$ cat config.mk
export PLATFORM = sky130hd
export DESIGN_NAME = y2r_queue
export DESIGN_NICKNAME = d
export VERILOG_FILES = /design/src/y2r_pkg.sv /design/src/y2r_queue.sv
export SDC_FILE = /design/constraint.sdc
export NUM_CORES = 1
export LEC_CHECK = 0
export BUFFER_PORTS_ARGS = -buffer_cell sky130_fd_sc_hd__buf_4
export CORE_ASPECT_RATIO = 1.5
export CORE_MARGIN = 2
export CORE_UTILIZATION = 45
export CTS_CLUSTER_DIAMETER = 100
export DETAILED_ROUTE_END_ITERATION = 10
export PLACE_DENSITY = 0.65
export SYNTH_ARGS = -nofsm -noshare
export SYNTH_HDL_FRONTEND = slang
export SYNTH_SLANG_ARGS = --single-unit
$ cat constraint.sdc
create_clock -name clk -period 3.5 [get_ports clk]
set_clock_uncertainty 0.05 [all_clocks]
set_input_delay 0.7 -clock clk [delete_from_list [all_inputs] [get_ports clk]]
set_output_delay 0.7 -clock clk [all_outputs]
set_load 0.01 [all_outputs]
$ cat src/y2r_pkg.sv
// ----------------------------------------------------------------------------
// y2r_pkg
// shared sizes, register indexes, command types and helpers for the
// planar yuv 4:2:0 to rgb565 converter with optional rotation
// ----------------------------------------------------------------------------
package y2r_pkg;

	// largest frame the stores hold
	localparam int MAX_WIDTH  = 512;
	localparam int MAX_HEIGHT = 512;

	// coordinate, size and address widths
	localparam int MAX_SIDE  = (MAX_WIDTH > MAX_HEIGHT) ? MAX_WIDTH : MAX_HEIGHT;
	localparam int COORD_W   = $clog2(MAX_SIDE);
	localparam int SIZE_W    = $clog2(MAX_SIDE + 1);
	localparam int LUMA_DEPTH   = MAX_WIDTH * MAX_HEIGHT;
	localparam int CHROMA_DEPTH = LUMA_DEPTH / 4;
	localparam int LUMA_AW   = $clog2(LUMA_DEPTH);
	localparam int CHROMA_AW = $clog2(CHROMA_DEPTH);

	// configuration port
	localparam int CFG_W     = 10;
	localparam int CFG_IDX_W = 2;
	localparam logic [CFG_IDX_W-1:0] REG_WIDTH  = 2'd0;
	localparam logic [CFG_IDX_W-1:0] REG_HEIGHT = 2'd1;
	localparam logic [CFG_IDX_W-1:0] REG_ROTATE = 2'd2;
	localparam logic [CFG_W-1:0] WIDTH_RESET  = 10'd320;
	localparam logic [CFG_W-1:0] HEIGHT_RESET = 10'd240;

	// operation codes
	localparam logic OP_LOAD  = 1'b0;
	localparam logic OP_FETCH = 1'b1;

	// command queue between front and back
	localparam int QUEUE_DEPTH = 4;
	localparam int QUEUE_AW    = $clog2(QUEUE_DEPTH);

	// color conversion coefficients, 8 fractional bits
	localparam int C_RV  = 359;
	localparam int C_GU  = 88;
	localparam int C_GV  = 183;
	localparam int C_BU  = 454;
	localparam int C_MID = 128;
	localparam int SUM_W = 19;

	typedef enum logic [1:0] {
		PLANE_Y,
		PLANE_U,
		PLANE_V
	} plane_t;

	typedef enum logic [1:0] {
		CMD_LOAD,
		CMD_FETCH,
		CMD_BLANK
	} cmd_kind_t;

	// effective frame geometry
	typedef struct packed {
		logic [SIZE_W-1:0] w;
		logic [SIZE_W-1:0] h;
		logic              rotate;
	} geom_t;

	// one request as classified by the front
	typedef struct packed {
		cmd_kind_t          kind;
		plane_t             plane;
		logic [7:0]         sample;
		logic [LUMA_AW-1:0] addr;
		logic [COORD_W-1:0] y_row;
		logic [COORD_W-1:0] y_col;
		logic [COORD_W-1:0] c_row;
		logic [COORD_W-1:0] c_col;
		logic               last;
	} cmd_t;

	// clear low bit, raise to 2, cap at limit
	function automatic logic [SIZE_W-1:0] fit_size(input logic [CFG_W-1:0] value,
		input int limit);
		int unsigned v;
		v = 32'(value) & ~32'd1;
		if (v < 32'd2) v = 32'd2;
		if (v > 32'(limit)) v = 32'(limit);
		return SIZE_W'(v);
	endfunction

endpackage

$ cat src/y2r_queue.sv
// ----------------------------------------------------------------------------
// y2r_queue
// short command fifo between front and back
// ----------------------------------------------------------------------------
module y2r_queue (
	input  logic          clk,
	input  logic          arst_n,
	input  logic          push,
	input  y2r_pkg::cmd_t push_cmd,
	input  logic          pop,
	output logic          not_empty,
	output logic          full,
	output y2r_pkg::cmd_t head
);

	y2r_pkg::cmd_t                 entry_q [y2r_pkg::QUEUE_DEPTH];
	logic [y2r_pkg::QUEUE_AW-1:0]  wr_ptr_q, rd_ptr_q;
	logic [y2r_pkg::QUEUE_AW:0]    count_q;

	assign not_empty = (count_q != '0);
	assign full      = (count_q == (y2r_pkg::QUEUE_AW+1)'(y2r_pkg::QUEUE_DEPTH));
	assign head      = entry_q[rd_ptr_q];

	always_ff @(posedge clk) begin
		if (push) begin
			entry_q[wr_ptr_q] <= push_cmd;
		end
	end

	always_ff @(posedge clk or negedge arst_n) begin
		if (!arst_n) begin
			wr_ptr_q <= '0;
			rd_ptr_q <= '0;
			count_q  <= '0;
		end else begin
			if (push) wr_ptr_q <= wr_ptr_q + 1'b1;
			if (pop)  rd_ptr_q <= rd_ptr_q + 1'b1;
			case ({push, pop})
				2'b10:   count_q <= count_q + 1'b1;
				2'b01:   count_q <= count_q - 1'b1;
				default: count_q <= count_q;
			endcase
		end
	end

endmodule

# --- After elaboration in Yosys (flattened, before gate mapping) ---
# Memory sizes are Yosys's and may differ from the RTL's.
# Index checks and enable logic that the tools add are counted.
op_classes:
  muxes: 3
  eq_ne: 3
  add_sub_neg: 4
  reduce_logical: 2
ops:
  columns: ["op", "n"]
  rows:
  - ["$pmux 3 s2", 1]
  - ["$add 2x1->2 const B", 2]
  - ["$add 3x1->3 const B", 1]
  - ["$eq 3x3->1 const B", 1]
  - ["$reduce_bool 3->1", 1]
  - ["$sub 3x1->3 const B", 1]
  - ["$eq 2x1->1 const B", 1]
  - ["$eq 2x2->1 const B", 1]
  - ["$mux 1", 2]
  - ["$reduce_bool 2->1", 1]
totals:
  n_memories: 1
  output_inout_bits: 69
  ram_bits: 268
  ff_bits: 7
  inputBits: 71
mem_list:
  columns: ["memory", "depth", "word_bits", "rd", "rd_ports_with_merged_regs", "wr", "line", "text"]
  rows:
  - ["entry_q", 4, 67, 1, 0, 1, "y2r_queue.sv:16", "y2r_pkg::cmd_t entry_q [y2r_pkg::QUEUE_DEPTH];"]

# --- Depth between registers and ports, before layout ---
depth:
  word_depth: 2
  ltp_mapped: 7
  depth_no_buf: 7

# --- Worst setup path before layout ---
# No wires, ideal clock.
synth_timing:
  path_type: "input to register"
  startpoint: "in push"
  endpoint: "mem entry_q[0][0] in the netlist's numbering (enable)"
  required_time_ns: 3.018
  setup_slack_ns: 0.745
  t_arrival_ns: 2.273
  cell_stages: 1
  setup_ns: 0.432
  cell_sequence: "and2_1"
synth_between:
  elab_chain_cells: 2
synth_lines:
  columns: ["item", "line", "text"]
  rows:
  - ["start, declared", "y2r_queue.sv:8", "input logic push,"]
  - ["$mux 1", "y2r_queue.sv:25", "if (push) begin"]
  - ["$mux 1 (implied by the code)", "y2r_queue.sv:26", "entry_q[wr_ptr_q] <= push_cmd;"]
  - ["end, declared", "y2r_queue.sv:16", null]
# Every way passes these cells.

==> metrics.sh <==
GRT_MAX_DEGREE=69
DIE_AREA_MM2=0.02363
CRIT_FANOUT=26
ASYNC_FLOP_SHARE=0.02545
DETAILED_PLACE_HPWL_UM=11150
CAP_VIOL_MAX_COUNT=0
WORSTPATHBUFFERINVERTERCOUNT=2
YOSYS_WARNINGS=0
CP.REQUIRED_NS=2.75
CLKLATENCYLATEPIN_NS=0.50
CTS_INSERTED_BUFFERS=24
YOSYSTOPAREACELLSHARE=0.7987
IO_PINS=140
START_UTIL=0.4553
CLOCKROOTBUFFER='clkbuf_16'
POST_DRT_VIA_CELL_RATIO=5.275
DETAIL_ROUTE.ITER0.VIOLATIONS=328
MAXCLOCKFREQUENCY_MHz=318.8
P_TOTAL_uW=10360
GRT_USAGE=0.1594
SETUP_REPAIR_AFTER_GLOBAL_ROUTING_MISSED_ITS_MARGIN='no'
P_PER_AREA_mW_PER_MM2=843.1
N_FILL_CELL=1688
CTS_TREE='built'
SETUP_TOTAL_NEGATIVE_SLACK_NS=0
VIAS=4415
CRIT_PATH_CELL_TRACE='buf_4, mux4_2, buf_4'
DRT_FIRST_PASS_ITERS=4
AREA.GROWTH.SYNTH_TO_FINAL_PCT=21.94
POST_ROUTE_CELLS_DRIVE_ABOVE_1_SHARE=0.4528
ANTENNA_FOUND_INITIAL=0
WORST_HOLD_PATH_TYPE='input pin to register'
NUM_ANTENNA_CELLS=0
WL_PER_CELL_UM=22.05
SYNTH.LIB_CELLS_USED.DISTINCT=20
NETLIST_INSTANCES=387
ANTENNA_VIOLATING_NETS_POST_ROUTE=0
FINAL_CORE_UTIL=0.5552
CRITICAL-PATH-TOP-CELL-BY-COUNT='buf_4'
SYN_AREA_PER_CELL_UM2=26.04
FINAL-SETUP-VIOL-COUNT=0
DEPTH_OF_THE_CTS_H_TREE=1
NET_COUNT_OF_THE_MAPPED_NETLIST=464
CP_SLOWEST_STAGE_DELAY_NS=0.77
FF2FF_SETUP_SLACK_NS=1.52
PRE_CTS_WS_NS=0.8239
CRIT_PATH_TOP_DELAY_CELL='dfrtp_4'
FINAL.PERIOD_UTILIZATION=0.8962
FP-ROW-COUNT=67
SYNTHESIS.AREA_MM2=0.01008
POST-SYNTH-TOP-COUNT-CELL='edfxtp_1'
CHIPWIDTH_UM=126.2
GPL.FINAL_WEIGHTED_CONGESTION=0.6688
PATH_CLK_SLEW_NS=0.06
CORE_MM2=0.02213
TIMING.CRITICAL_PATH.ARRIVAL_NS=2.39
CLOCK_SINK_COUNT=275
NUMBER_OF_SYNTHESIZED_REGISTER_BITS=275
CRITICAL_PATH.STARTPOINT_TYPE='register'
GLOBAL_ROUTE_WIRE_LENGTH_BEFORE_REPAIR_UM=28940
CELLLEAKAGEPOWER_uW=0.004224
FINALHOLDVIOLCOUNT=0
NETLIST_TOP_CELLS_COUNT='edfxtp_1 (268), mux4_2 (67), dfrtp_1 (7), buf_2 (6), inv_1 (6)'
GLOBALROUTEOVERFLOWTOTAL=0
WORSTSETUPPATHTYPE='register to output pin'
DIE_H_UM=187.3
PORT_BUFS=139
TIMING.CRITICAL_PATH.TO_TYPE='output pin'
DRC=0
WORST_PATH_DOMINANT_CELL_FAMILY='flip-flops'
SYNTH.TOP_CELLS.BY_AREA='edfxtp_1 (80%), mux4_2 (15%), dfrtp_1 (1.7%), ha_1 (0.62%), buf_12 (0.40%)'
MAX-SLEW-MARGIN-REL=0.2781
SYNTH-MAIN-FF-CELL='edfxtp_1'
LAYOUT.NETS=620
VIAS_IN_THE_FIRST_GLOBAL_ROUTE=5070
PERIOD_NEEDED_NS=3.137
FINALWIRELENGTH_UM=18450
CTS-ROOT-TO-SINK-BUFFERS=3
FINALWORSTSETUPSLACK_NS=0.3633
TIMING_WORST_SLEW_PIN_VALUE_NS=1.083
TIMING_MAX_TRANSITION_VIOLATIONS_FINAL=0
POST-SYNTH-TOP-AREA-CELL='edfxtp_1'
CTS.REPAIR.RESIZED=0
RUN_STATUS='finished, final reports clean'
SYNTH_ENABLE_FLOP_CELLS=268
VDD_IR_DROP_MAX_uV=640.9
PORTION_OF_THE_POST_SYNTHESIS_AREA_USED_BY_SEQUENTIAL_ELEMENTS=0.8161
FIN_HOLD_WS_NS=0.3325
## final cells by class
class / instances / area [um^2] / share of cell area
Sequential cell: 275 / 8230 / 0.6699
Multi-Input combinational cell: 90 / 1718 / 0.1398
Timing Repair Buffer: 146 / 1149 / 0.09348
Clock buffer: 27 / 633.1 / 0.05153
Tap cell: 276 / 345.3 / 0.02811
Clock inverter: 17 / 188.9 / 0.01538
Inverter: 6 / 22.52 / 0.001833
## report_power, final
group / leakage, uW / switching [uW] / internal, uW
Clock: 0.000405 / 1110 / 1600
Sequential: 0.00254 / 400 / 4310
Combinational: 0.00128 / 1330 / 1600
## per-stage QoR
stage	cell area [um^2]	std cells
detailed placement	11450	792
global route	12290	837
floorplan	10080	387
CTS	12290	837
finish	12290	837
global placement	11450	792
## worst register-to-register path, stage by stage (launching register included)
cell     delay, ns
dfrtp_1       0.42
inv_1         0.10
ha_1          0.15
and2_4        0.86
## registers in the layout (all words and copies together), names as in the netlist
signal and flops:
count_q 3, entry_q 268, rd_ptr_q 2, wr_ptr_q 2
## cell usage in the layout, fill, tap and decap left out, drive strengths merged, types with 2 or more instances in the layout
cell type    n
dfrtp        7
edfxtp     268
xnor2        2
inv          7
ha           5
xor2         4
nand2        2
bufinv       4
and2         4
clkbuf      27
buf        145
clkinv      12
mux4        67
## metal layers
| metal | GRT usage | vias up | wire length (um) |
|---|---|---|---|
| met3 | 0.03175 | 34 | 976 |
| met1 | 0.1832 | 2314 | 6793 |
| met4 | 0.05199 | 0 | 518 |
| li1 | - | 1954 | - |
| met2 | 0.2957 | 113 | 10160 |
| met5 | 0 | - | 0 |
## repair_timing
item                                    CTS  global route
setup buffers                             0             0
endpoints found under the setup margin    0             0
endpoints found under the hold margin     7             0
hold buffers                              1             0
## cells by family after synthesis
kind of cell,share of synthesized area
XOR/XNOR,0.005215
adder cells (fa/ha/maj),0.008196
multiplexers,0.1508
buffers and inverters,0.01440
AO/OA/AOI/OAI,0.0004962
AND/OR/NAND/NOR,0.004843
flip-flops,0.8161
## worst paths after layout
check	from	end	depth (start not counted)
max	rd_ptr_q[0]$_DFFE_PN0P_	head[49]	3
min reg2reg	count_q[2]$_DFFE_PN0P_	count_q[2]$_DFFE_PN0P_	1
max reg2reg	wr_ptr_q[0]$_DFFE_PN0P_	entry_q[0][12]$_DFFE_PP_	3
max in group asynchronous	arst_n	rd_ptr_q[0]$_DFFE_PN0P_	2
min in group asynchronous	arst_n	count_q[2]$_DFFE_PN0P_	2
min	push_cmd[33]	entry_q[3][33]$_DFFE_PP_	1
(Power assumes the default switching activity.)
