**config.mk**
```make
export PLATFORM = sky130hd
export DESIGN_NAME = y2r_front
export DESIGN_NICKNAME = d
export VERILOG_FILES = /design/src/y2r_pkg.sv /design/src/y2r_front.sv
export SDC_FILE = /design/constraint.sdc
export NUM_CORES = 1
export LEC_CHECK = 0
export ABC_AREA = 1
export BUFFER_PORTS_ARGS = -buffer_cell sky130_fd_sc_hd__buf_2
export CORE_MARGIN = 2
export CORE_UTILIZATION = 31
export CTS_BUF_LIST = sky130_fd_sc_hd__clkbuf_8 sky130_fd_sc_hd__clkbuf_16
export DETAILED_ROUTE_END_ITERATION = 10
export PLACE_DENSITY = 0.6
export SLEW_MARGIN = 10
export SYNTH_ARGS = -nofsm -noshare
export SYNTH_HDL_FRONTEND = slang
export SYNTH_SLANG_ARGS = --single-unit
```
**constraint.sdc**
```tcl
create_clock -name clk -period 7.3 [get_ports clk]
set_input_delay 0.73 -clock clk [delete_from_list [all_inputs] [get_ports clk]]
set_output_delay 0.73 -clock clk [all_outputs]
set_load 0.01 [all_outputs]
```
**src/y2r_pkg.sv**
```systemverilog
// ----------------------------------------------------------------------------
// y2r_pkg
// shared sizes, register indexes, command types and helpers for the
// planar yuv 4:2:0 to rgb565 converter with optional rotation
// ----------------------------------------------------------------------------
package y2r_pkg;

	// largest frame the stores hold
	localparam int MAX_WIDTH  = 512;
	localparam int MAX_HEIGHT = 512;

	// coordinate, size and address widths
	localparam int MAX_SIDE  = (MAX_WIDTH > MAX_HEIGHT) ? MAX_WIDTH : MAX_HEIGHT;
	localparam int COORD_W   = $clog2(MAX_SIDE);
	localparam int SIZE_W    = $clog2(MAX_SIDE + 1);
	localparam int LUMA_DEPTH   = MAX_WIDTH * MAX_HEIGHT;
	localparam int CHROMA_DEPTH = LUMA_DEPTH / 4;
	localparam int LUMA_AW   = $clog2(LUMA_DEPTH);
	localparam int CHROMA_AW = $clog2(CHROMA_DEPTH);

	// configuration port
	localparam int CFG_W     = 10;
	localparam int CFG_IDX_W = 2;
	localparam logic [CFG_IDX_W-1:0] REG_WIDTH  = 2'd0;
	localparam logic [CFG_IDX_W-1:0] REG_HEIGHT = 2'd1;
	localparam logic [CFG_IDX_W-1:0] REG_ROTATE = 2'd2;
	localparam logic [CFG_W-1:0] WIDTH_RESET  = 10'd320;
	localparam logic [CFG_W-1:0] HEIGHT_RESET = 10'd240;

	// operation codes
	localparam logic OP_LOAD  = 1'b0;
	localparam logic OP_FETCH = 1'b1;

	// command queue between front and back
	localparam int QUEUE_DEPTH = 4;
	localparam int QUEUE_AW    = $clog2(QUEUE_DEPTH);

	// color conversion coefficients, 8 fractional bits
	localparam int C_RV  = 359;
	localparam int C_GU  = 88;
	localparam int C_GV  = 183;
	localparam int C_BU  = 454;
	localparam int C_MID = 128;
	localparam int SUM_W = 19;

	typedef enum logic [1:0] {
		PLANE_Y,
		PLANE_U,
		PLANE_V
	} plane_t;

	typedef enum logic [1:0] {
		CMD_LOAD,
		CMD_FETCH,
		CMD_BLANK
	} cmd_kind_t;

	// effective frame geometry
	typedef struct packed {
		logic [SIZE_W-1:0] w;
		logic [SIZE_W-1:0] h;
		logic              rotate;
	} geom_t;

	// one request as classified by the front
	typedef struct packed {
		cmd_kind_t          kind;
		plane_t             plane;
		logic [7:0]         sample;
		logic [LUMA_AW-1:0] addr;
		logic [COORD_W-1:0] y_row;
		logic [COORD_W-1:0] y_col;
		logic [COORD_W-1:0] c_row;
		logic [COORD_W-1:0] c_col;
		logic               last;
	} cmd_t;

	// clear low bit, raise to 2, cap at limit
	function automatic logic [SIZE_W-1:0] fit_size(input logic [CFG_W-1:0] value,
		input int limit);
		int unsigned v;
		v = 32'(value) & ~32'd1;
		if (v < 32'd2) v = 32'd2;
		if (v > 32'(limit)) v = 32'(limit);
		return SIZE_W'(v);
	endfunction

endpackage

```
**src/y2r_front.sv**
```systemverilog
// ----------------------------------------------------------------------------
// y2r_front
// classifies requests, keeps load and output positions, builds commands
// ----------------------------------------------------------------------------
module y2r_front (
	input  logic                 clk,
	input  logic                 arst_n,
	input  logic                 accept,
	input  logic                 operation,
	input  logic [7:0]           sample,
	input  logic                 restart,
	input  y2r_pkg::geom_t       geom,
	output logic                 push,
	output y2r_pkg::cmd_t        cmd
);

	logic [y2r_pkg::COORD_W-1:0] load_col_q, load_row_q;
	logic [y2r_pkg::LUMA_AW-1:0] load_addr_q;
	y2r_pkg::plane_t             plane_q;
	logic                        frame_loaded_q;
	logic [y2r_pkg::COORD_W-1:0] out_line_q, out_col_q;

	logic [y2r_pkg::SIZE_W-1:0] col_lim, row_lim, ow, oh;
	logic [y2r_pkg::SIZE_W-1:0] col_nx, row_nx, oc_nx, ol_nx;
	logic                       col_end, row_end, oc_end, ol_end;
	logic [y2r_pkg::SIZE_W-1:0] rot_y_row, rot_c_row;

	// plane size limits for the load position
	assign col_lim = (plane_q == y2r_pkg::PLANE_Y) ? geom.w : (geom.w >> 1);
	assign row_lim = (plane_q == y2r_pkg::PLANE_Y) ? geom.h : (geom.h >> 1);
	assign col_nx  = y2r_pkg::SIZE_W'(load_col_q) + 1'b1;
	assign row_nx  = y2r_pkg::SIZE_W'(load_row_q) + 1'b1;
	assign col_end = (col_nx == col_lim);
	assign row_end = (row_nx == row_lim);

	// output frame size
	assign ow     = geom.rotate ? geom.h : geom.w;
	assign oh     = geom.rotate ? geom.w : geom.h;
	assign oc_nx  = y2r_pkg::SIZE_W'(out_col_q) + 1'b1;
	assign ol_nx  = y2r_pkg::SIZE_W'(out_line_q) + 1'b1;
	assign oc_end = (oc_nx >= ow);
	assign ol_end = (ol_nx >= oh);

	// clockwise turn: source row counts down with the output column
	assign rot_y_row = geom.h - 1'b1 - y2r_pkg::SIZE_W'(out_col_q);
	assign rot_c_row = (geom.h >> 1) - 1'b1 - y2r_pkg::SIZE_W'(out_col_q >> 1);

	assign push = accept;

	always_comb begin
		cmd        = '0;
		cmd.sample = sample;
		cmd.plane  = plane_q;
		cmd.addr   = load_addr_q;
		if (operation == y2r_pkg::OP_LOAD) begin
			cmd.kind = y2r_pkg::CMD_LOAD;
		end else if (!frame_loaded_q) begin
			cmd.kind = y2r_pkg::CMD_BLANK;
		end else begin
			cmd.kind = y2r_pkg::CMD_FETCH;
			cmd.last = oc_end && ol_end;
			if (geom.rotate) begin
				cmd.y_row = y2r_pkg::COORD_W'(rot_y_row);
				cmd.y_col = out_line_q;
				cmd.c_row = y2r_pkg::COORD_W'(rot_c_row);
				cmd.c_col = out_line_q >> 1;
			end else begin
				cmd.y_row = out_line_q;
				cmd.y_col = out_col_q;
				cmd.c_row = out_line_q >> 1;
				cmd.c_col = out_col_q >> 1;
			end
		end
	end

	always_ff @(posedge clk or negedge arst_n) begin
		if (!arst_n) begin
			load_col_q     <= '0;
			load_row_q     <= '0;
			load_addr_q    <= '0;
			plane_q        <= y2r_pkg::PLANE_Y;
			frame_loaded_q <= 1'b0;
			out_line_q     <= '0;
			out_col_q      <= '0;
		end else if (restart) begin
			load_col_q     <= '0;
			load_row_q     <= '0;
			load_addr_q    <= '0;
			plane_q        <= y2r_pkg::PLANE_Y;
			frame_loaded_q <= 1'b0;
			out_line_q     <= '0;
			out_col_q      <= '0;
		end else if (accept && operation == y2r_pkg::OP_LOAD) begin
			frame_loaded_q <= 1'b0;
			if (!col_end) begin
				load_col_q  <= y2r_pkg::COORD_W'(col_nx);
				load_addr_q <= load_addr_q + 1'b1;
			end else if (!row_end) begin
				load_col_q  <= '0;
				load_row_q  <= y2r_pkg::COORD_W'(row_nx);
				load_addr_q <= load_addr_q + 1'b1;
			end else begin
				load_col_q  <= '0;
				load_row_q  <= '0;
				load_addr_q <= '0;
				unique case (plane_q)
					y2r_pkg::PLANE_Y: plane_q <= y2r_pkg::PLANE_U;
					y2r_pkg::PLANE_U: plane_q <= y2r_pkg::PLANE_V;
					default: begin
						// last red-difference sample: frame complete
						plane_q        <= y2r_pkg::PLANE_Y;
						frame_loaded_q <= 1'b1;
						out_line_q     <= '0;
						out_col_q      <= '0;
					end
				endcase
			end
		end else if (accept && frame_loaded_q) begin
			if (oc_end) begin
				out_col_q  <= '0;
				out_line_q <= ol_end ? '0 : y2r_pkg::COORD_W'(ol_nx);
			end else begin
				out_col_q <= y2r_pkg::COORD_W'(oc_nx);
			end
		end
	end

endmodule

```
After elaboration in Yosys (flattened, before gate mapping)

Cells that the tools add are included.

Flip-flop bits (word level): 57
Bits in latches: 0
Bits in writable memories: 0
ROM bits: 0
Input port bits: 34
Output and inout port bits: 68
Logic and storage cells: 81
Memories: 0

Add/sub/neg operators: 9
Multipliers: 0
Divide/modulo/power cells: 0
$lt $le $gt $ge: 2
Equality and inequality tests: 6
Shift operators: 0
Multiplexer cells: 42
Bitwise logic cells: 1
Reduce and logical (&&, ||, !) cells: 14

Operators by type and width:

| cell                                                 | count |
|---|---|
| two-way mux 9 bit                                    | 19 |
| two-way mux 37 bit                                   | 2 |
| two-way mux 18 bit                                   | 4 |
| adder 9 x 1 -> 10 bit (second input constant)        | 4 |
| two-way mux 10 bit                                   | 4 |
| two-way mux 36 bit                                   | 1 |
| equality test 10 bit                                 | 2 |
| >= comparator 10 bit                                 | 2 |
| adder 18 x 1 -> 18 bit (second input constant)       | 1 |
| subtractor 9 x 1 -> 9 bit (second input constant)    | 2 |
| two-way mux 2 bit                                    | 6 |
| inequality test 3 bit (second input constant)        | 3 |
| subtractor 9 x 8 -> 9 bit                            | 1 |
| subtractor 9 bit                                     | 1 |
| nonzero test 2 bit                                   | 3 |
| nonzero test 3 bit                                   | 2 |
| two-way mux 1 bit                                    | 5 |
| AND reduction 5 bit                                  | 1 |
| case mux 2 bit (2 select lines)                      | 1 |
| AND reduction 4 bit                                  | 1 |
| logical AND 1 bit                                    | 3 |
| AND reduction 3 bit                                  | 1 |
| equality test 2 x 1 -> 1 bit (second input constant) | 1 |
| logical NOT 2 bit                                    | 1 |
| other kinds (3)                                      | 3 |

Depth between registers and ports, before layout

Depth in word-level cells: 7
Mapped depth: 17

Worst setup path after synthesis

Ideal clock, no wire load.

Path kind: input-to-output
Start point: input port geom[0] (netlist name)
End point: output port cmd[0] (netlist name)
Arrival time: 2.665 ns
Data required time: 6.570 ns
Slack: 3.905 ns
Stages on the path: 8
Path buffers: 2
Cells stage by stage: clkbuf_1 > clkbuf_1 > o21ai_0 > ha_1 > nand2_1 > o41ai_2 > nand2_1 > nor2_1

RTL lines:

| item            | line            | source |
|---|---|---|
| start, declared | y2r_front.sv:12 | `input y2r_pkg::geom_t geom,` |
| end, declared   | y2r_front.sv:14 | `output y2r_pkg::cmd_t cmd` |

==> impl_metrics.json <==
{
  "routedWlPerCell_um": 15.0,
  "slew_headroom": 0.343,
  "cp-end-kind": "output pin",
  "drive_above_1_share": 0.130,
  "h-tree-depth": 3,
  "initial_utilization": 0.314,
  "drcViolationCount": 0,
  "swShare": 0.387,
  "synth_nets": 995,
  "fp-row-count": 50,
  "p_leak_nw": 3.44,
  "synth-edff-count": 0,
  "ys_async_sr_fraction": 1.00,
  "worstMarginPinSlew_ps": 985,
  "rsz0062_at_grt": "no",
  "ir_worst_vdd_mv": 0.105,
  "fillCellCount": 2068,
  "grt_first_pass_wirelength_um": 29900,
  "cp.arrival_ps": 3760,
  "fin_ws_ps": 2810,
  "diodes": 0,
  "synthFlopType": "dfrtp_1",
  "post_cts_buffers": 0,
  "wirelength_um": 18300,
  "layout_commonest_cell": "nand2_1",
  "fmax_mhz": 223,
  "vias": 6123,
  "finalHoldViolCount": 0,
  "finalClockSkew_ps": 10.0,
  "drv_cap": 0,
  "layout.nets": 1051,
  "preCtsSetupSlack_ps": 2860,
  "slew_violations": 0,
  "clk_latency_ps": 340,
  "crit_fanout": 66,
  "crit_type": "in2out",
  "setup_viol": 0,
  "period_needed_ps": 4490,
  "track_usage": 0.189,
  "cts_sinks": 57,
  "crit_path_start_kind": "primary input",
  "cp_data_required_time_ps": 6570,
  "antenna_left": 0,
  "min_path_type": "reg2reg",
  "final_cell_mix": "261 x nand2_1, 123 x inv_1, 90 x o21ai_0",
  "finalCritPeriodShare": 0.616,
  "fin_tns_setup_ps": 0,
  "p_sw_mw": 0.463,
  "cts_buffers": 9,
  "clockPowerShare": 0.364,
  "drt-initial-drc-count": 419,
  "vias_per_cell": 5.02,
  "whs_ps": 521,
  "cts_tree": "done",
  "netlist_instances": 925,
  "die_h_um": 141,
  "hpwl_um": 14400,
  "core_area_um2": 18600,
  "synthesis.area_um2": 5850,
  "gp_congestion": 0.960,
  "grt_max_degree": 67,
  "power_density_nw_per_um2": 181,
  "yosys_register_bits": 57,
  "cts-root-buf": "clkbuf_16",
  "yosysUniqueCellTypes": 38,
  "ctsHoldBuffers": 0,
  "clock_path_buffers": 2,
  "syn_avg_cell_area_um2": 6.32,
  "synth_warnings": 0,
  "io_pins": 102,
  "area_growth_pct": 13.2,
  "port_buffers": 84,
  "first_pass_iters": 6,
  "internal_power_mw": 0.734,
  "grt_pass1_vias": 5708,
  "cts-resized-gates": 0,
  "path_clk_slew_ps": 60,
  "die_x_um": 141,
  "status": "completed",
  "dieArea_um2": 20000,
  "p_seq_frac": 0.321,
  "yosysSeqAreaShare": 0.244,
  "antenna_found_initial": 0,
  "p_comb_frac": 0.315,
  "overflow": 0
}
## sequential cells by signal, summed over array words and instances, names as in the netlist
signal	cells
frame_loaded_q	1
load_addr_q	18
load_col_q	9
load_row_q	9
out_col_q	9
out_line_q	9
plane_q	2
## cell type report
type / count / area, um2 / share of cell area
inverters: 127 / 477 / 0.0720
flip-flops and latches: 57 / 1430 / 0.215
well taps: 234 / 293 / 0.0442
repair buffers: 86 / 435 / 0.0658
clock inverters: 7 / 77.6 / 0.0117
multi-input cells: 700 / 3690 / 0.557
clock buffers: 9 / 225 / 0.0340
## power by group through the flow
stage	clock network [mW]	logic, mW	registers (mW)
floorplan	0	0.292	0.376
global placement	0	0.372	0.389
detailed placement	0	0.377	0.388
CTS	0.447	0.378	0.383
global route	0.463	0.432	0.390
finish	0.436	0.377	0.384
## stage by stage
step	util	cell area [um2]	total power, mW	instances
after global routing	0.355	6620	1.28	1220
after detailed placement	0.339	6320	0.765	1204
after CTS	0.355	6620	1.21	1220
after global placement	0.339	6320	0.761	1204
after floorplan	-	5850	0.668	925
final	0.355	6620	1.20	1220
## critical path: stages
cell	delay, ps
buf_2	730
inv_1	530
nand2_1	150
o21ai_0	100
ha_1	300
nand4_1	90
o41ai_2	750
nand2_1	100
nor2_1	120
buf_2	140
## metal layers
metal | vias up | GRT usage | wire, um
met5 | - | 0 | 0
met4 | 0 | 0.0516 | 220
met3 | 13 | 0.0348 | 1010
met2 | 157 | 0.299 | 8160
met1 | 2819 | 0.266 | 8890
li1 | 3134 | - | -
## path summary, 6_finish.rpt
path	from	end	slack, ps	cells after the start
min in group asynchronous	arst_n	out_line_q[7]$_DFFE_PN0P_	550	2
max in group asynchronous	arst_n	out_line_q[0]$_DFFE_PN0P_	6210	2
setup reg to reg	out_col_q[2]$_DFFE_PN0P_	out_line_q[3]$_DFFE_PN0P_	3610	17
setup / recovery	geom[0]	cmd[0]	2810	10
hold / removal	load_col_q[1]$_DFFE_PN0P_	load_col_q[1]$_DFFE_PN0P_	520	2
hold reg to reg	load_col_q[1]$_DFFE_PN0P_	load_col_q[1]$_DFFE_PN0P_	520	2
## cell usage after synthesis, types with 5 or more instances
| master | number | area share |
|---|---|---|
| nand2_1 | 261 | 0.17 |
| inv_1 | 123 | 0.079 |
| o21ai_0 | 90 | 0.077 |
| nand3_1 | 73 | 0.062 |
| nor2_1 | 68 | 0.044 |
| dfrtp_1 | 57 | 0.24 |
| a21oi_1 | 39 | 0.033 |
| ha_1 | 34 | 0.073 |
| xor2_1 | 25 | 0.037 |
| buf_4 | 20 | 0.026 |
| nand4_1 | 20 | 0.021 |
| clkbuf_1 | 16 | 0.010 |
| o22ai_1 | 15 | 0.016 |
| nor3_1 | 12 | 0.010 |
| o21ai_1 | 9 | 0.0077 |
| nor2_2 | 7 | 0.0075 |
| nand2_2 | 6 | 0.0064 |
| nor4_1 | 6 | 0.0064 |
| xnor2_1 | 6 | 0.0090 |
| o21bai_1 | 5 | 0.0064 |
## kinds of logic after synthesis
group           synth area share
buf+inv                    0.126
simple gates               0.348
fa+ha+maj                 0.0796
xor+xnor                  0.0464
flops                      0.244
other cells             0.000641
compound gates             0.155
Power figures use the tool's default switching activity.
